[src/design/ppc_pkg.sv]
// shared types and constants of the pi position controller
package ppc_pkg;

  localparam int unsigned EncoderMaxDefault = 9000;
  localparam int unsigned DeadbandDefault   = 20;

  localparam int unsigned EncW   = 16;
  localparam int unsigned SldW   = 8;
  localparam int unsigned CfgW   = 8;
  localparam int unsigned SpeedW = 16;
  localparam int unsigned DirW   = 2;
  localparam int unsigned PerrW  = 16;
  localparam int unsigned ErrW   = 17;  // internal error, one guard bit
  localparam int unsigned MagW   = 16;  // magnitude of the error
  localparam int unsigned DivW   = 10;  // divisor width, covers 1000 and 255
  localparam int unsigned CntW   = 4;   // one divider step per dividend bit
  localparam int unsigned IntW   = 32;
  localparam int unsigned ProdW  = 41;  // 9-bit signed gain times 32-bit integral
  localparam int unsigned DrvW   = 42;

  localparam logic [CfgW-1:0] KpInverseReset    = 8'd3;
  localparam logic [CfgW-1:0] IntegralGainReset = 8'd3;
  localparam logic [DivW-1:0] IntegralDivisor   = 10'd1000;
  localparam logic [6:0]      RefGain           = 7'd90;
  localparam logic [8:0]      SliderCenter      = 9'd100;

  typedef enum logic {
    OP_TICK  = 1'b0,
    OP_CLEAR = 1'b1
  } opcode_e;

  typedef enum logic {
    CFG_KP_INVERSE    = 1'b0,
    CFG_INTEGRAL_GAIN = 1'b1
  } cfg_idx_e;

  typedef enum logic [DirW-1:0] {
    DIR_NEUTRAL = 2'd0,
    DIR_LEFT    = 2'd1,
    DIR_RIGHT   = 2'd2
  } dir_e;

  typedef enum logic [2:0] {
    ST_IDLE,
    ST_DIV_I,
    ST_INTEG,
    ST_DIV_P,
    ST_MUL,
    ST_SUM,
    ST_DONE
  } state_e;

endpackage

[src/design/ppc_if.sv]
// valid/ready channel interfaces for samples, results and register writes
interface ppc_in_if
  import ppc_pkg::*;
();
  logic            valid;
  logic            ready;
  logic            opcode;
  logic [EncW-1:0] encoder_count;
  logic [SldW-1:0] slider_position;

  modport source (output valid, opcode, encoder_count, slider_position, input ready);
  modport sink   (input valid, opcode, encoder_count, slider_position, output ready);
endinterface

interface ppc_out_if
  import ppc_pkg::*;
();
  logic                     valid;
  logic                     ready;
  logic [SpeedW-1:0]        motor_speed;
  logic [DirW-1:0]          motor_direction;
  logic signed [PerrW-1:0]  position_error;

  modport source (output valid, motor_speed, motor_direction, position_error, input ready);
  modport sink   (input valid, motor_speed, motor_direction, position_error, output ready);
endinterface

interface ppc_cfg_if
  import ppc_pkg::*;
();
  logic            valid;
  logic            ready;
  logic            index;
  logic [CfgW-1:0] data;

  modport source (output valid, index, data, input ready);
  modport sink   (input valid, index, data, output ready);
endinterface

[src/design/pi_position_controller_unit.sv]
// pi position controller: sequencer around one shared restoring divider
// A sample runs through one restoring divider, one quotient bit per cycle, used twice: first
// error by 1000 for the integral, then the integral update, then error by kp_inverse for
// the proportional term, followed by the gain multiply, the final sum and the result
// hand-off. With kp_inverse at zero the second division is skipped. The sample channel is
// ready again in the same cycle that the result shows. A clear opcode goes straight from
// its transfer to the hand-off. The hand-off waits while the output register still
// holds an earlier result; once it is free, the next sample is taken while the new result
// waits for its transfer. Register writes are always accepted and belong in idle periods.
module pi_position_controller_unit
  import ppc_pkg::*;
#(
  parameter int unsigned ENCODER_MAX = EncoderMaxDefault,
  parameter int unsigned DEADBAND    = DeadbandDefault
) (
  input  logic      clk_i,
  input  logic      rst_ni,
  ppc_in_if.sink    sample_i,
  ppc_out_if.source result_o,
  ppc_cfg_if.sink   cfg_i
);

  localparam logic [EncW-1:0]  EncMax  = EncW'(ENCODER_MAX);
  localparam logic [ErrW-1:0]  DbPos   = ErrW'(DEADBAND);
  localparam logic [ErrW-1:0]  DbNeg   = ErrW'(-$signed(ErrW'(DEADBAND)));
  localparam logic [IntW+1:0]  SatMax  = {3'b000, {(IntW-1){1'b1}}};
  localparam logic [IntW+1:0]  SatMin  = {3'b111, {(IntW-1){1'b0}}};

  state_e state_q, state_d;

  logic [CfgW-1:0] kp_q, kp_d;
  logic [CfgW-1:0] gain_q, gain_d;

  logic signed [IntW-1:0] integral_q, integral_d;
  dir_e                   dir_q, dir_d;

  logic signed [ErrW-1:0] err_q, err_d;
  logic [MagW-1:0]        mag_q, mag_d;
  logic [MagW-1:0]        qsh_q, qsh_d;
  logic [DivW-1:0]        rem_q, rem_d;
  logic [DivW-1:0]        div_q, div_d;
  logic [CntW-1:0]        cnt_q, cnt_d;
  logic signed [ErrW-1:0] prop_q, prop_d;
  logic signed [ProdW-1:0] prod_q, prod_d;
  logic [SpeedW-1:0]      speed_q, speed_d;

  logic                   ovalid_q, ovalid_d;
  logic [SpeedW-1:0]      ospeed_q, ospeed_d;
  logic [DirW-1:0]        odir_q, odir_d;
  logic [PerrW-1:0]       operr_q, operr_d;

  // sample front end
  logic [8:0]             sld_diff;
  logic [SldW-1:0]        sld_abs;
  logic [13:0]            ref_val;
  logic [EncW-1:0]        pos_val;
  logic signed [ErrW-1:0] err_in;

  // divider step
  logic [DivW:0]          div_shift;
  logic                   div_ge;
  logic [DivW:0]          div_sub;

  // integral and drive
  logic signed [IntW+1:0] quo_signed;
  logic signed [IntW+1:0] int_sum;
  logic signed [DrvW-1:0] drive;
  logic [SpeedW-1:0]      drive_lo;

  logic in_xfer;
  logic out_xfer;

  assign in_xfer  = sample_i.valid && sample_i.ready;
  assign out_xfer = result_o.valid && result_o.ready;

  assign sld_diff = {1'b0, sample_i.slider_position} - SliderCenter;
  assign sld_abs  = sld_diff[8] ? SldW'(-sld_diff) : sld_diff[SldW-1:0];
  assign ref_val  = 14'(sld_abs * RefGain);

  always_comb begin
    priority if (sample_i.encoder_count[EncW-1]) begin
      pos_val = EncMax;
    end else if (sample_i.encoder_count > EncMax) begin
      pos_val = '0;
    end else begin
      pos_val = sample_i.encoder_count;
    end
  end

  assign err_in = $signed({3'b000, ref_val}) - $signed({1'b0, pos_val});

  assign div_shift = {rem_q, qsh_q[MagW-1]};
  assign div_ge    = div_shift >= {1'b0, div_q};
  assign div_sub   = div_shift - {1'b0, div_q};

  // quotient of the first division carries the sign of the error
  assign quo_signed = err_q[ErrW-1] ? -$signed({{(IntW+2-MagW){1'b0}}, qsh_q})
                                    :  $signed({{(IntW+2-MagW){1'b0}}, qsh_q});
  assign int_sum    = $signed({{2{integral_q[IntW-1]}}, integral_q}) + quo_signed;

  assign drive    = $signed({prod_q[ProdW-1], prod_q})
                  + $signed({{(DrvW-ErrW){prop_q[ErrW-1]}}, prop_q});
  assign drive_lo = drive[DrvW-1] ? SpeedW'(-drive[SpeedW-1:0]) : drive[SpeedW-1:0];

  assign cfg_i.ready    = 1'b1;
  assign sample_i.ready = (state_q == ST_IDLE);

  always_comb begin
    kp_d   = kp_q;
    gain_d = gain_q;
    if (cfg_i.valid && cfg_i.ready) begin
      unique case (cfg_i.index)
        CFG_KP_INVERSE:    kp_d   = cfg_i.data;
        CFG_INTEGRAL_GAIN: gain_d = cfg_i.data;
        default:           kp_d   = kp_q;
      endcase
    end
  end

  always_comb begin
    state_d    = state_q;
    integral_d = integral_q;
    dir_d      = dir_q;
    err_d      = err_q;
    mag_d      = mag_q;
    qsh_d      = qsh_q;
    rem_d      = rem_q;
    div_d      = div_q;
    cnt_d      = cnt_q;
    prop_d     = prop_q;
    prod_d     = prod_q;
    speed_d    = speed_q;
    ovalid_d   = ovalid_q && !out_xfer;
    ospeed_d   = ospeed_q;
    odir_d     = odir_q;
    operr_d    = operr_q;

    unique case (state_q)
      ST_IDLE: begin
        if (in_xfer) begin
          if (sample_i.opcode == OP_CLEAR) begin
            integral_d = '0;
            speed_d    = '0;
            err_d      = '0;
            state_d    = ST_DONE;
          end else begin
            err_d   = err_in;
            mag_d   = err_in[ErrW-1] ? MagW'(-err_in) : err_in[MagW-1:0];
            qsh_d   = err_in[ErrW-1] ? MagW'(-err_in) : err_in[MagW-1:0];
            rem_d   = '0;
            div_d   = IntegralDivisor;
            cnt_d   = '0;
            state_d = ST_DIV_I;
          end
        end
      end
      ST_DIV_I, ST_DIV_P: begin
        rem_d = div_ge ? div_sub[DivW-1:0] : div_shift[DivW-1:0];
        qsh_d = {qsh_q[MagW-2:0], div_ge};
        cnt_d = cnt_q + 1'b1;
        if (cnt_q == {CntW{1'b1}}) begin
          state_d = (state_q == ST_DIV_I) ? ST_INTEG : ST_MUL;
        end
      end
      ST_INTEG: begin
        priority if (int_sum > $signed(SatMax)) begin
          integral_d = {1'b0, {(IntW-1){1'b1}}};
        end else if (int_sum < $signed(SatMin)) begin
          integral_d = {1'b1, {(IntW-1){1'b0}}};
        end else begin
          integral_d = int_sum[IntW-1:0];
        end
        // a zero divisor drops the proportional term
        if (kp_q == '0) begin
          qsh_d   = '0;
          state_d = ST_MUL;
        end else begin
          qsh_d   = mag_q;
          rem_d   = '0;
          div_d   = {{(DivW-CfgW){1'b0}}, kp_q};
          cnt_d   = '0;
          state_d = ST_DIV_P;
        end
      end
      ST_MUL: begin
        prop_d  = err_q[ErrW-1] ? -$signed({1'b0, qsh_q}) : $signed({1'b0, qsh_q});
        prod_d  = ProdW'($signed({1'b0, gain_q}) * integral_q);
        state_d = ST_SUM;
      end
      ST_SUM: begin
        speed_d = drive_lo;
        priority if (err_q > $signed(DbPos)) begin
          dir_d = DIR_LEFT;
        end else if (err_q < $signed(DbNeg)) begin
          dir_d = DIR_RIGHT;
        end else begin
          dir_d = dir_q;
        end
        state_d = ST_DONE;
      end
      ST_DONE: begin
        if (!ovalid_q || result_o.ready) begin
          ovalid_d = 1'b1;
          ospeed_d = speed_q;
          odir_d   = dir_q;
          operr_d  = err_q[PerrW-1:0];
          state_d  = ST_IDLE;
        end
      end
      default: state_d = ST_IDLE;
    endcase
  end

  always_ff @(posedge clk_i or negedge rst_ni) begin
    if (!rst_ni) begin
      state_q    <= ST_IDLE;
      kp_q       <= KpInverseReset;
      gain_q     <= IntegralGainReset;
      integral_q <= '0;
      dir_q      <= DIR_NEUTRAL;
      ovalid_q   <= 1'b0;
    end else begin
      state_q    <= state_d;
      kp_q       <= kp_d;
      gain_q     <= gain_d;
      integral_q <= integral_d;
      dir_q      <= dir_d;
      ovalid_q   <= ovalid_d;
    end
  end

  always_ff @(posedge clk_i) begin
    err_q    <= err_d;
    mag_q    <= mag_d;
    qsh_q    <= qsh_d;
    rem_q    <= rem_d;
    div_q    <= div_d;
    cnt_q    <= cnt_d;
    prop_q   <= prop_d;
    prod_q   <= prod_d;
    speed_q  <= speed_d;
    ospeed_q <= ospeed_d;
    odir_q   <= odir_d;
    operr_q  <= operr_d;
  end

  assign result_o.valid           = ovalid_q;
  assign result_o.motor_speed     = ospeed_q;
  assign result_o.motor_direction = odir_q;
  assign result_o.position_error  = $signed(operr_q);

endmodule

[src/flat_wrapper.sv]
// flat-port wrapper written by rule: the top's interface ports become plain ports
module pi_position_controller_unit_flat import ppc_pkg::*;
#(
  parameter int unsigned ENCODER_MAX = EncoderMaxDefault,
  parameter int unsigned DEADBAND    = DeadbandDefault
)
  (clk_i, rst_ni, sample_i_valid, sample_i_opcode, sample_i_encoder_count, sample_i_slider_position, sample_i_ready, result_o_valid, result_o_motor_speed, result_o_motor_direction, result_o_position_error, result_o_ready, cfg_i_valid, cfg_i_index, cfg_i_data, cfg_i_ready);
  ppc_in_if sample_i_i ();
  ppc_out_if result_o_i ();
  ppc_cfg_if cfg_i_i ();
  input  logic clk_i;
  input  logic rst_ni;
  input wire logic [$bits(sample_i_i.valid)-1:0] sample_i_valid;
  input wire logic [$bits(sample_i_i.opcode)-1:0] sample_i_opcode;
  input wire logic [$bits(sample_i_i.encoder_count)-1:0] sample_i_encoder_count;
  input wire logic [$bits(sample_i_i.slider_position)-1:0] sample_i_slider_position;
  output wire logic [$bits(sample_i_i.ready)-1:0] sample_i_ready;
  output wire logic [$bits(result_o_i.valid)-1:0] result_o_valid;
  output wire logic [$bits(result_o_i.motor_speed)-1:0] result_o_motor_speed;
  output wire logic [$bits(result_o_i.motor_direction)-1:0] result_o_motor_direction;
  output wire logic [$bits(result_o_i.position_error)-1:0] result_o_position_error;
  input wire logic [$bits(result_o_i.ready)-1:0] result_o_ready;
  input wire logic [$bits(cfg_i_i.valid)-1:0] cfg_i_valid;
  input wire logic [$bits(cfg_i_i.index)-1:0] cfg_i_index;
  input wire logic [$bits(cfg_i_i.data)-1:0] cfg_i_data;
  output wire logic [$bits(cfg_i_i.ready)-1:0] cfg_i_ready;
  assign sample_i_i.valid = sample_i_valid;
  assign sample_i_i.opcode = sample_i_opcode;
  assign sample_i_i.encoder_count = sample_i_encoder_count;
  assign sample_i_i.slider_position = sample_i_slider_position;
  assign sample_i_ready = sample_i_i.ready;
  assign result_o_valid = result_o_i.valid;
  assign result_o_motor_speed = result_o_i.motor_speed;
  assign result_o_motor_direction = result_o_i.motor_direction;
  assign result_o_position_error = result_o_i.position_error;
  assign result_o_i.ready = result_o_ready;
  assign cfg_i_i.valid = cfg_i_valid;
  assign cfg_i_i.index = cfg_i_index;
  assign cfg_i_i.data = cfg_i_data;
  assign cfg_i_ready = cfg_i_i.ready;
  pi_position_controller_unit #(.ENCODER_MAX(ENCODER_MAX), .DEADBAND(DEADBAND)) u_core (.clk_i(clk_i), .rst_ni(rst_ni), .sample_i(sample_i_i), .result_o(result_o_i), .cfg_i(cfg_i_i));
endmodule
[config.mk]
export PLATFORM = sky130hd
export DESIGN_NAME = pi_position_controller_unit_flat
export DESIGN_NICKNAME = d
export VERILOG_FILES = /design/src/design/ppc_pkg.sv /design/src/design/ppc_if.sv /design/src/design/pi_position_controller_unit.sv /design/src/flat_wrapper.sv
export SDC_FILE = /design/constraint.sdc
export NUM_CORES = 1
export LEC_CHECK = 0
export CORE_MARGIN = 2
export CORE_UTILIZATION = 60
export DETAILED_ROUTE_END_ITERATION = 12
export DONT_BUFFER_PORTS = 1
export PLACE_DENSITY = 0.83
export SLEW_MARGIN = 30
export SYNTH_ARGS = -nofsm -noshare
export SYNTH_HDL_FRONTEND = slang
export SYNTH_SLANG_ARGS = --single-unit
[constraint.sdc]
create_clock -name clk_i -period 9.7 [get_ports clk_i]
set_input_delay 0.485 -clock clk_i [delete_from_list [all_inputs] [get_ports clk_i]]
set_output_delay 0.485 -clock clk_i [all_outputs]
set_load 0.005 [all_outputs]
# Word level (Yosys, flattened, before mapping)
# Index checks and enable logic that the tools add are counted.
totals:
  latch_bits: 0
  mem_count: 0
  rom_bits: 0
  ramBits: 0
  elab_cells: 121
  register_bits: 234
  inputBits: 39
op_classes:
  n_eq_ne: 13
  n_bitwise: 2
  order_cmp: 6
  shift: 0
  div_mod_pow: 0
  multipliers: 2
  add_sub_neg: 11
  muxes: 43
  reduce_logical: 25
ops:
  columns: ["op", "n"]
  rows:
  - ["16-bit two-way mux", 8]
  - ["32-bit two-way mux", 4]
  - ["10-bit two-way mux", 7]
  - ["32-bit one-hot mux with 2 select lines", 1]
  - ["16-bit one-hot mux with 3 select lines", 1]
  - ["41-bit by 17-bit adder with 42-bit output", 1]
  - ["9-bit by 32-bit multiplier with 41-bit output", 1]
  - ["32-bit by 34-bit adder with 34-bit output", 1]
  - ["34-bit by 32-bit > comparator with 1-bit output (second input constant)", 1]
  - ["34-bit by 32-bit < comparator with 1-bit output (second input constant)", 1]
  - ["34-bit two-way mux", 1]
  - ["16-bit negator with 34-bit output", 1]
  - ["16-bit negator", 2]
  - ["16-bit one-hot mux with 2 select lines", 1]
  - ["15-bit two-way mux", 2]
  - ["10-bit one-hot mux with 3 select lines", 1]
  - ["10-bit one-hot mux with 2 select lines", 1]
  - ["3-bit two-way mux", 6]
  - ["3-bit one-hot mux with 6 select lines", 1]
  - ["16-bit negator with 17-bit output", 1]
  - ["16-bit by 14-bit > comparator with 1-bit output (second input constant)", 1]
  - ["16-bit by 6-bit > comparator with 1-bit output (second input constant)", 1]
  - ["16-bit by 6-bit < comparator with 1-bit output (second input constant)", 1]
  - ["14-bit by 15-bit subtractor with 16-bit output", 1]
  - ["other kinds (29)", 55]

# Logic depth before layout (Yosys ltp)
# Gate-level depths: netlist of the first run.
logic_depth:
  depth_word: 10
  mapped_depth: 29
  ltp_nobuf: 29

# Worst setup path before layout of the first run
# OpenSTA, ideal clock, no wires.
synth_path:
  path_type: "in2reg"
  startpoint: "input port sample_i_slider_position[2]"
  endpoint: "register u_core.qsh_q[13] (data pin)"
  t_arrival_ns: 5.920
  stages: 26
  setup_time_ns: 0.254
  setup_slack_ns: 3.525
  cell_sequence: "inv_1 -> ha_1 -> and2_1 -> o21ai_0 -> o31ai_1 -> a31oi_1 -> xor2_1 -> mux2_2 -> ha_1 -> inv_1 -> fa_1 -> fa_1 -> inv_1 -> ha_1 -> a21oi_1 -> o21bai_1 -> a21oi_1 -> xnor2_1 -> ha_1 -> and2_1 -> a221o_1 -> nand2b_1 -> o211a_1 -> o41ai_1 -> xnor2_1 -> o21a_1"
synth_between:
  elab_chain_cells: 10
synth_rtl:
  columns: ["item", "line_no", "source"]
  rows:
  - ["from (decl)", "flat_wrapper.sv:16", "input wire logic [$bits(sample_i_i.slider_position)-1:0] sample_i_slider_position;"]
  - ["8-bit by 7-bit subtractor with 9-bit output (*)", "pi_position_controller_unit.sv:76", "assign sld_diff = {1'b0, sample_i.slider_position} - SliderCenter;"]
  - ["8-bit negator", "pi_position_controller_unit.sv:77", "assign sld_abs = sld_diff[8] ? SldW'(-sld_diff) : sld_diff[SldW-1:0];"]
  - ["8-bit two-way mux (*)", "pi_position_controller_unit.sv:77", null]
  - ["8-bit by 6-bit multiplier with 13-bit output (*)", "pi_position_controller_unit.sv:78", "assign ref_val = 14'(sld_abs * RefGain);"]
  - ["14-bit by 15-bit subtractor with 16-bit output (*)", "pi_position_controller_unit.sv:90", "assign err_in = $signed({3'b000, ref_val}) - $signed({1'b0, pos_val});"]
  - ["16-bit negator", "pi_position_controller_unit.sv:149", "qsh_d = err_in[ErrW-1] ? MagW'(-err_in) : err_in[MagW-1:0];"]
  - ["16-bit two-way mux (*)", "pi_position_controller_unit.sv:149", null]
  - ["16-bit two-way mux (*)", "pi_position_controller_unit.sv:141", "if (sample_i.opcode == OP_CLEAR) begin"]
  - ["16-bit two-way mux (*)", "pi_position_controller_unit.sv:140", "if (in_xfer) begin"]
  - ["16-bit one-hot mux with 3 select lines (*)", "pi_position_controller_unit.sv:138", "unique case (state_q)"]
  - ["via u_core.qsh_d[13]", "pi_position_controller_unit.sv:39", "logic [MagW-1:0] qsh_q, qsh_d;"]
  - ["to (signal assigned)", "pi_position_controller_unit.sv:235", "qsh_q <= qsh_d;"]
  - ["to (decl)", "pi_position_controller_unit.sv:39", null]
# Mark *: on every way through the listed nets, which the timed path passes. The rest lies on a longest branch. The select of a mux whose other input is x is not followed.
# A chain may end at the register's enable or synchronous reset.

# Worst setup path after layout of the first run
layout_path:
  startpoint: "register u_core.gain_q[1]"
  endpoint: "register u_core.prod_q[40] (data pin)"
layout_between:
  elab_chain_cells: 1
layout_rtl:
  columns: ["item", "line_no", "source"]
  rows:
  - ["from (decl)", "pi_position_controller_unit.sv:32", "logic [CfgW-1:0] gain_q, gain_d;"]
  - ["from (signal assigned)", "pi_position_controller_unit.sv:218", "gain_q <= IntegralGainReset;"]
  - ["from (signal assigned)", "pi_position_controller_unit.sv:225", "gain_q <= gain_d;"]
  - ["9-bit by 32-bit multiplier with 41-bit output", "pi_position_controller_unit.sv:187", "prod_d = ProdW'($signed({1'b0, gain_q}) * integral_q);"]
  - ["to (signal assigned)", "pi_position_controller_unit.sv:240", "prod_q <= prod_d;"]
  - ["to (decl)", "pi_position_controller_unit.sv:44", "logic signed [ProdW-1:0] prod_q, prod_d;"]
# Every way passes these cells.

==> metrics.md, run 1 <==
| Metric | Value |
|---|---|
| Result of the run | `completed` |
| Maximum cell stage delay along the critical path | `1.01 ns` |
| Critical path's slowest cell | `sky130_fd_sc_hd__dfstp_2` |
| Initial antenna violation count | `0` |
| Insertion delay of the later-clocked pin in the worst-skew pair | `0.55 ns` |
| Post-synthesis instance total | `2439` |
| Achievable Freq | `0.1576 GHz` |
| Filler cell count in the final layout | `2885` |
| Syn avg cell area | `9.695 µm²` |
| Worst path arrival time | `6.62 ns` |
| Initial Utilization | `0.6104` |
| Root buffer selected by CTS | `sky130_fd_sc_hd__clkbuf_16` |
| Via Count | `18120` |
| Mapped Area | `23650 µm²` |
| Commonest non-fill, non-tap cells in the layout | `sky130_fd_sc_hd__inv_1, sky130_fd_sc_hd__nand2_1, sky130_fd_sc_hd__fa_1, sky130_fd_sc_hd__ha_1, sky130_fd_sc_hd__edfxtp_1` |
| Via density per instance | `6.160` |
| Number of remaining DRC errors | `0` |
| Core ar. | `38740 µm²` |
| FF-to-FF setup slack | `3.35 ns` |
| Remaining antenna violation count after routing | `0` |
| Inserted Clock Buffers | `26` |
| Final critical-path required period | `6.347 ns` |
| Final count of hold timing violations | `0` |
| Endpoint kind of the worst setup timing path | `flop` |
| Pins over their slew limit | `0` |
| Worst Tran Pin Value | `0.9064 ns` |
| Area share of the largest cell type after synthesis | `0.2273` |
| Share of the clock period used by the worst path | `0.6543` |
| Average wire per standard cell | `19.73 µm` |
| Warnings from Yosys | `0` |
| Leading cell type in the layout, fill and taps excluded | `sky130_fd_sc_hd__inv_1` |
| Cts repair resizes | `0` |
| Overall die area | `41010 µm²` |
| Critical path's most frequent cell | `sky130_fd_sc_hd__fa_1` |
| Post-synth EDFFs | `179` |
| Final worst clock skew | `0.02639 ns` |
| Leading cell types by total area after synthesis | `sky130_fd_sc_hd__edfxtp_1, sky130_fd_sc_hd__fa_1, sky130_fd_sc_hd__ha_1` |
| H-tree depth | `1` |
| Setup repair after global routing missed its margin | `false` |
| CTS clk-pin slew, worst paths | `0.06 ns` |
| Total Routing Usage GR | `0.2859` |
| Pre-Repair DR Iteration Count | `7` |
| Count of input and output buffers | `0` |
| Clock Sinks | `233` |
| Die X | `202.5 µm` |
| Initial DRC Count | `1454` |
| Row Count | `72` |
| GR Overflow Total | `0` |
| Category of the most critical setup path | `flop to flop` |
| Sort of element at the start of the critical path | `flop` |
| Post-synthesis async set-or-reset flop share | `0.2318` |
| Max_slew headroom | `0.3957` |
| Biggest area consumer among synthesized cells | `sky130_fd_sc_hd__edfxtp_1` |
| Placed wire-length estimate | `43860 µm` |
| Maximum number of pins on one net before global-route repair | `60` |
| Cell-by-cell trace of the critical path | `nand2_1 -> fa_1 -> inv_1 -> fa_1 -> inv_1 -> fa_1 -> inv_1 -> fa_1 -> ha_1 -> a21oi_1 -> nand2_1 -> a221oi_1 -> nand2_1 -> o211ai_1 -> a21oi_1 -> a211o_1 -> a21oi_1 -> xnor2_1` |
| Setup violation total in the final timing report | `0` |
| Mapped Nets | `2900` |
| Height of the chip | `202.5 µm` |
| Share of cells above drive strength 1 | `0.04375` |
| Final wirelength | `58020 µm` |
| Number of global-route vias before repair | `18840` |
| Sequential share of the synthesized area | `0.2847` |
| Count of different cell masters after synthesis | `77` |
| Clock tree from TritonCTS | `yes` |
| Worst min path class | `input port to flop` |
| Maximum root-to-sink buffer count | `3` |
| Net count of the finished layout | `2864` |
| Top_reg_cell synth | `sky130_fd_sc_hd__edfxtp_1` |
| Placer congestion estimate | `0.9717` |
| Post-synthesis sequential element count | `233` |
| Number of top-level pins | `76` |
| Layout overhead on the synthesized area | `6.249%` |
| Diodes inserted | `0` |
| Max Fanout on Critical Path | `33` |
| Wire length of the first global-routing pass | `94920 µm` |
| Count of maximum capacitance violations | `0` |
| Sum of negative setup slack | `0 ns` |
| Required time of the worst setup path | `9.98 ns` |
==> critical path: cells and delay by family, from the launching register on <==
| family | cells | cell delay (ns) |
|---|---|---|
| AO/OA/AOI/OAI | 6 | 1.96 |
| XOR/XNOR | 1 | 0.11 |
| adder cells (fa/ha/maj) | 5 | 2.34 |
| buffers and inverters | 3 | 0.15 |
| flip-flops | 1 | 1.01 |
| AND/OR/NAND/NOR | 3 | 0.45 |
==> layout make-up <==
type,count,area [µm²],share of cell area
Clock buffer,32,704.4,0.02804
Clock inverter,16,257.7,0.01026
Inverter,327,1227,0.04886
Multi-Input combinational cell,1798,15380,0.6122
Sequential cell,233,6734,0.2680
Tap cell,518,648.1,0.02580
Timing Repair Buffer,17,170.2,0.006773
==> metrics by stage <==
stage	utilization	instance area, µm²	setup WS, ns	hold WS, ns	cells
after floorplan	-	23650	3.525	0.1894	2439
after global placement	0.6215	24080	3.174	0.1906	2890
after detailed placement	0.6217	24080	3.119	0.1903	2890
after CTS	0.6475	25080	3.391	0.07591	2940
after global routing	0.6485	25120	3.046	0.08021	2941
final	0.6485	25120	3.353	0.08544	2941
==> routing by layer <==
metal,track usage,wire (µm),vias to the layer above
met4,0.1043,2037,0
met5,0,0,-
met1,0.3665,23390,8951
met3,0.03612,3846,147
met2,0.4988,28750,733
li1,-,-,8287
==> state kept, by name, indices dropped and copies added (netlist names), 9 cells and up <==
| signal | cells |
|---|---|
| u_core.result_o.position_error | 16 |
| u_core.prod_q | 41 |
| u_core.div_q | 9 |
| u_core.result_o.motor_speed | 16 |
| u_core.err_q | 16 |
| u_core.prop_q | 17 |
| u_core.integral_q | 32 |
| u_core.rem_q | 10 |
| u_core.mag_q | 16 |
| u_core.qsh_q | 16 |
| u_core.speed_q | 16 |
==> synthesized netlist by cell type (7+ instances only) <==
cell / instances
sky130_fd_sc_hd__nor2_1: 124
sky130_fd_sc_hd__or2_2: 7
sky130_fd_sc_hd__clkbuf_1: 73
sky130_fd_sc_hd__nand3_1: 35
sky130_fd_sc_hd__xnor2_1: 104
sky130_fd_sc_hd__nor2b_1: 20
sky130_fd_sc_hd__a21oi_1: 129
sky130_fd_sc_hd__nand2_1: 216
sky130_fd_sc_hd__o311ai_0: 31
sky130_fd_sc_hd__a211o_1: 12
sky130_fd_sc_hd__mux2i_1: 9
sky130_fd_sc_hd__a221o_1: 11
sky130_fd_sc_hd__o21ai_0: 80
sky130_fd_sc_hd__inv_1: 326
sky130_fd_sc_hd__nand4_1: 14
sky130_fd_sc_hd__dfrtp_1: 50
sky130_fd_sc_hd__a21o_1: 33
sky130_fd_sc_hd__a211oi_1: 14
sky130_fd_sc_hd__o31ai_1: 15
sky130_fd_sc_hd__o211ai_1: 15
sky130_fd_sc_hd__o21bai_1: 22
sky130_fd_sc_hd__and2_1: 177
sky130_fd_sc_hd__o21a_1: 37
sky130_fd_sc_hd__and4_1: 7
sky130_fd_sc_hd__a221oi_1: 8
sky130_fd_sc_hd__mux2_2: 18
sky130_fd_sc_hd__o31a_1: 10
sky130_fd_sc_hd__fa_1: 211
sky130_fd_sc_hd__edfxtp_1: 179
sky130_fd_sc_hd__nand2b_1: 23
sky130_fd_sc_hd__nor3_1: 25
sky130_fd_sc_hd__nor4_1: 11
sky130_fd_sc_hd__or3_1: 12
sky130_fd_sc_hd__xor2_1: 48
sky130_fd_sc_hd__ha_1: 211
sky130_fd_sc_hd__a31oi_1: 16
sky130_fd_sc_hd__and3_1: 14
==> what timing repair did <==
item,4_1_cts,5_1_grt
hold buffers,2,0
endpoints found under the hold margin,54,0
setup buffers,0,0
==> worst paths after layout <==
kind / depth (start not counted) / end / startpoint
worst max-delay path: 18 / u_core.prod_q[40] / u_core.gain_q[1]
worst min-delay path: 1 / u_core.kp_q[5] / cfg_i_data[5]
worst max register to register: 18 / u_core.prod_q[40] / u_core.gain_q[1]
worst min register to register: 0 / u_core.result_o.motor_speed[11] / u_core.speed_q[11]
max in group asynchronous: 2 / u_core.integral_q[0] / rst_ni
min in group asynchronous: 2 / u_core.kp_q[5] / rst_ni
==> logic make-up after synthesis <==
family / Yosys count / synth area share
XOR/XNOR: 152 / 0.05630
AO/OA/AOI/OAI: 488 / 0.1396
flip-flops: 233 / 0.2847
AND/OR/NAND/NOR: 707 / 0.1505
adder cells (fa/ha/maj): 422 / 0.2903
buffers and inverters: 408 / 0.06588
multiplexers: 27 / 0.01238
other: 2 / 0.0003176
Power of run 1 is left out: the tool's default activity adds up to more than one toggle a clock period on the data nets, which glitch-free logic cannot reach.
==> inputs of run 2 (changes only) <==
--- a/config.mk
+++ b/config.mk
@@ -5,6 +5,7 @@
 export SDC_FILE = /design/constraint.sdc
 export NUM_CORES = 1
 export LEC_CHECK = 0
+export ABC_AREA = 1
 export CORE_MARGIN = 2
 export CORE_UTILIZATION = 60
 export DETAILED_ROUTE_END_ITERATION = 12
==> constraint.sdc (replaced) <==
create_clock -name clk_i -period 6.3 [get_ports clk_i]
set_input_delay 0.315 -clock clk_i [delete_from_list [all_inputs] [get_ports clk_i]]
set_output_delay 0.315 -clock clk_i [all_outputs]
set_load 0.005 [all_outputs]
==> run 2 against run 1 <==
Wire length rose by 1.4%. Final cell count rose by 21%. Worst hold slack got worse by 0.046 ns.
==> metrics.md, run 2 <==
| Metric | Value |
|---|---|
| Result of the run | `completed (unchanged)` |
| Biggest area consumer among synthesized cells | `sky130_fd_sc_hd__edfxtp_1 (unchanged)` |
| Setup violation total in the final timing report | `0 (unchanged)` |
| Pre-Repair DR Iteration Count | `5 (was 7)` |
| GR Overflow Total | `0 (unchanged)` |
| Combinational family with the most area after synthesis | `adder cells (unchanged)` |
| Number of global-route vias before repair | `20340 (was 18840)` |
| Number of remaining DRC errors | `0 (unchanged)` |
| Count leader, synth | `sky130_fd_sc_hd__nand2_1 (was sky130_fd_sc_hd__inv_1)` |
| Share of the clock period used by the worst path | `0.9163 (was 0.6543)` |
| Remaining antenna violation count after routing | `0 (unchanged)` |
| Maximum cell stage delay along the critical path | `0.75 ns (was 1.01 ns)` |
| Number of instances in the placed design | `3495 (was 2890)` |
| Insertion delay of the later-clocked pin in the worst-skew pair | `0.57 ns (was 0.55 ns)` |
| DP Area | `24850 µm² (was 24080 µm²)` |
| Endpoint of the worst-slack reg-to-reg timing path | `u_core.prod_q[27] (was u_core.prod_q[40])` |
| Mapped Nets | `3503 (was 2900)` |
| Placer congestion estimate | `0.9223 (was 0.9717)` |
| Simple-gate portion of the synthesized area | `0.1881 (was 0.1505)` |
| Total Routing Usage GR | `0.2898 (was 0.2859)` |
| Maximum number of pins on one net before global-route repair | `58 (was 60)` |
| Final worst clock skew | `0.01050 ns (was 0.02639 ns)` |
| Final wirelength | `58860 µm (was 58020 µm)` |
| Via Count | `19720 (was 18120)` |
| Initial antenna violation count | `0 (unchanged)` |
| Leading registers by flop count | `u_core.prod_q x41, u_core.integral_q x32, u_core.prop_q x17 (unchanged)` |
| Category of the most critical setup path | `flop to flop (unchanged)` |
| Post-synth EDFFs | `179 (unchanged)` |
| FF-to-FF setup slack | `0.53 ns (was 3.35 ns)` |
| Maximum root-to-sink buffer count | `3 (unchanged)` |
| Average wire per standard cell | `16.56 µm (was 19.73 µm)` |
| Achievable Freq | `0.1732 GHz (was 0.1576 GHz)` |
| Share of cell area taken by muxes after synthesis | `0 (was 0.01238)` |
| Clock tree from TritonCTS | `yes (unchanged)` |
| Initial Utilization | `0.6110 (was 0.6104)` |
| Final count of hold timing violations | `0 (unchanged)` |
| Worst min path class | `input port to flop (unchanged)` |
| Synth Area in Compound Gates | `0.08707 (was 0.1396)` |
| Top cell types by occurrence after synthesis | `sky130_fd_sc_hd__nand2_1, sky130_fd_sc_hd__inv_1, sky130_fd_sc_hd__fa_1, sky130_fd_sc_hd__ha_1, sky130_fd_sc_hd__a21oi_1 (was sky130_fd_sc_hd__inv_1, sky130_fd_sc_hd__nand2_1, sky130_fd_sc_hd__fa_1, sky130_fd_sc_hd__ha_1, sky130_fd_sc_hd__edfxtp_1)` |
| Sort of element at the start of the critical path | `flop (unchanged)` |
| Post-synthesis instance total | `3042 (was 2439)` |
| Syn avg cell area | `8.017 µm² (was 9.695 µm²)` |
| Critical path startpoint | `u_core.gain_q[0] (was u_core.gain_q[1])` |
| Clock Sinks | `233 (unchanged)` |
| Leading cell type in the layout, fill and taps excluded | `sky130_fd_sc_hd__nand2_1 (was sky130_fd_sc_hd__inv_1)` |
| Post-synthesis sequential element count | `233 (unchanged)` |
| Final critical-path required period | `5.773 ns (was 6.347 ns)` |
| Inserted Clock Buffers | `25 (was 26)` |
| Setup repair after global routing missed its margin | `false (unchanged)` |
| Max_slew headroom | `0.3893 (was 0.3957)` |
| Post-Layout Inst Area | `25860 µm² (was 25120 µm²)` |
| Mapped Area | `24390 µm² (was 23650 µm²)` |
| Count of different cell masters after synthesis | `59 (was 77)` |
| Max Fanout on Critical Path | `18 (was 33)` |
| Hold Slack | `0.03962 ns (was 0.08544 ns)` |
| Leading cell types by total area after synthesis | `sky130_fd_sc_hd__edfxtp_1, sky130_fd_sc_hd__fa_1, sky130_fd_sc_hd__nand2_1 (was sky130_fd_sc_hd__edfxtp_1, sky130_fd_sc_hd__fa_1, sky130_fd_sc_hd__ha_1)` |
| Initial DRC Count | `1380 (was 1454)` |
| Via density per instance | `5.547 (was 6.160)` |
| Commonest non-fill, non-tap cells in the layout | `sky130_fd_sc_hd__nand2_1, sky130_fd_sc_hd__inv_1, sky130_fd_sc_hd__fa_1, sky130_fd_sc_hd__ha_1, sky130_fd_sc_hd__a21oi_1 (was sky130_fd_sc_hd__inv_1, sky130_fd_sc_hd__nand2_1, sky130_fd_sc_hd__fa_1, sky130_fd_sc_hd__ha_1, sky130_fd_sc_hd__edfxtp_1)` |
| Net count of the finished layout | `3472 (was 2864)` |
| Core ar. | `39910 µm² (was 38740 µm²)` |
| Worst setup endpoint | `u_core.prod_q[27] (was u_core.prod_q[40])` |
| Top_reg_cell synth | `sky130_fd_sc_hd__edfxtp_1 (unchanged)` |
| Number of cells on the worst reg-to-reg path | `21 (was 18)` |
| CTS clk-pin slew, worst paths | `0.06 ns (about the same)` |
| Overall die area | `42270 µm² (was 41010 µm²)` |
| Count of input and output buffers | `0 (unchanged)` |
| Endpoint kind of the worst setup timing path | `flop (unchanged)` |
| Cell-by-cell trace of the critical path | `buf_4 -> nand2_1 -> fa_1 -> inv_1 -> fa_1 -> inv_1 -> fa_1 -> inv_1 -> fa_1 -> ha_1 -> nand2_1 -> nor2_1 -> nand4_1 -> o211ai_1 -> a21boi_1 -> o21ai_0 -> a21oi_1 -> o21ai_1 -> nand2_1 -> nand3_1 -> nand2_1 (was nand2_1 -> fa_1 -> inv_1 -> fa_1 -> inv_1 -> fa_1 -> inv_1 -> fa_1 -> ha_1 -> a21oi_1 -> nand2_1 -> a221oi_1 -> nand2_1 -> o211ai_1 -> a21oi_1 -> a211o_1 -> a21oi_1 -> xnor2_1)` |
| Pins over their slew limit | `0 (unchanged)` |
| Die X | `205.6 µm (was 202.5 µm)` |
| Synthesized-area fraction occupied by xor and xnor cells | `0.04966 (was 0.05630)` |
| Cts repair resizes | `0 (unchanged)` |
| Reg-to-reg critical path startpoint | `u_core.gain_q[0] (was u_core.gain_q[1])` |
| Row Count | `73 (was 72)` |
| Register with the most flip-flops | `u_core.prod_q (unchanged)` |
| Wire length of the first global-routing pass | `97790 µm (was 94920 µm)` |
| Share of cells above drive strength 1 | `0.04389 (was 0.04375)` |
| Fraction of the mapped netlist area in adder cells | `0.2815 (was 0.2903)` |
| Layout overhead on the synthesized area | `6.028% (was 6.249%)` |
| Sequential share of the synthesized area | `0.2760 (was 0.2847)` |
| Area share of the largest cell type after synthesis | `0.2204 (was 0.2273)` |
| Warnings from Yosys | `0 (unchanged)` |
| Count of maximum capacitance violations | `0 (unchanged)` |
| Sum of negative setup slack | `0 ns (unchanged)` |
| Worst path arrival time | `6.09 ns (was 6.62 ns)` |
| Number of flip-flops in the largest register | `41 (unchanged)` |
| Post-synthesis async set-or-reset flop share | `0.2318 (unchanged)` |
| Worst Tran Pin Value | `0.9065 ns (was 0.9064 ns)` |
| Number of non-filler instances in the completed layout | `3555 (was 2941)` |
| Number of top-level pins | `76 (unchanged)` |
| Height of the chip | `205.6 µm (was 202.5 µm)` |
| Placed wire-length estimate | `47370 µm (was 43860 µm)` |
| Root buffer selected by CTS | `sky130_fd_sc_hd__clkbuf_16 (unchanged)` |
| Diodes inserted | `0 (unchanged)` |
| H-tree depth | `1 (unchanged)` |
| Required time of the worst setup path | `6.62 ns (was 9.98 ns)` |
| Critical path's slowest cell | `sky130_fd_sc_hd__dfstp_2 (unchanged)` |
[run 2: worst min-delay path by stage]
stage,to,from,depth (start not counted),slack (ns)
after detailed placement,u_core.result_o.valid,rst_ni,0,0.02
final,u_core.err_q[0],sample_i_encoder_count[0],2,0.04
after floorplan,u_core.dir_q[0],rst_ni,0,0.02
after global placement,u_core.dir_q[0],rst_ni,0,0.02
after global routing,u_core.err_q[0],sample_i_encoder_count[0],2,0.05
after CTS,u_core.err_q[0],sample_i_encoder_count[0],2,0.02
[run 2: layer usage]
metal,share of wire,vias up,GRT usage
li1,-,9413,-
met1,0.40,9429,0.3637
met2,0.49,732,0.5105
met3,0.071,147,0.03896
met4,0.031,0,0.1066
met5,0,-,0
[run 2: per-stage QoR]
stage	utilization	setup slack [ns]
floorplan	-	1.073
global placement	0.6226	0.6160
detailed placement	0.6226	0.4345
CTS	0.6468	0.5393
global route	0.6478	0.1682
finish	0.6478	0.5271
[run 2: layout make-up]
cell class	instances	area, µm²
Multi-Input combinational cell	2059	14820
Inverter	652	2447
Fill cell	3202	14060
Timing Repair Buffer	40	371.6
Clock inverter	16	135.1
Clock buffer	30	696.9
Tap cell	525	656.9
Sequential cell	233	6731
[run 2: kinds of logic after synthesis]
group                      Yosys count
other                                2
AOI/OAI and AO/OA                  378
and+or+nand+nor                   1123
xor gates and xnor gates           134
buffers and inverters              750
adders and majority gates          422
DFF                                233
[run 2: what timing repair did]
action	4_1_cts	5_1_grt
endpoints found under the hold margin	87	0
buffers inserted	0	0
hold buffers	12	0
[run 2: critical path: cells and delay by family, from the launching register on]
kind	cells	cell delay (ns)
buffers and inverters	4	0.49
DFF	1	0.75
AOI/OAI and AO/OA	5	1.12
and+or+nand+nor	7	0.77
adders and majority gates	5	2.38
Power of run 2 is left out for the same reason.
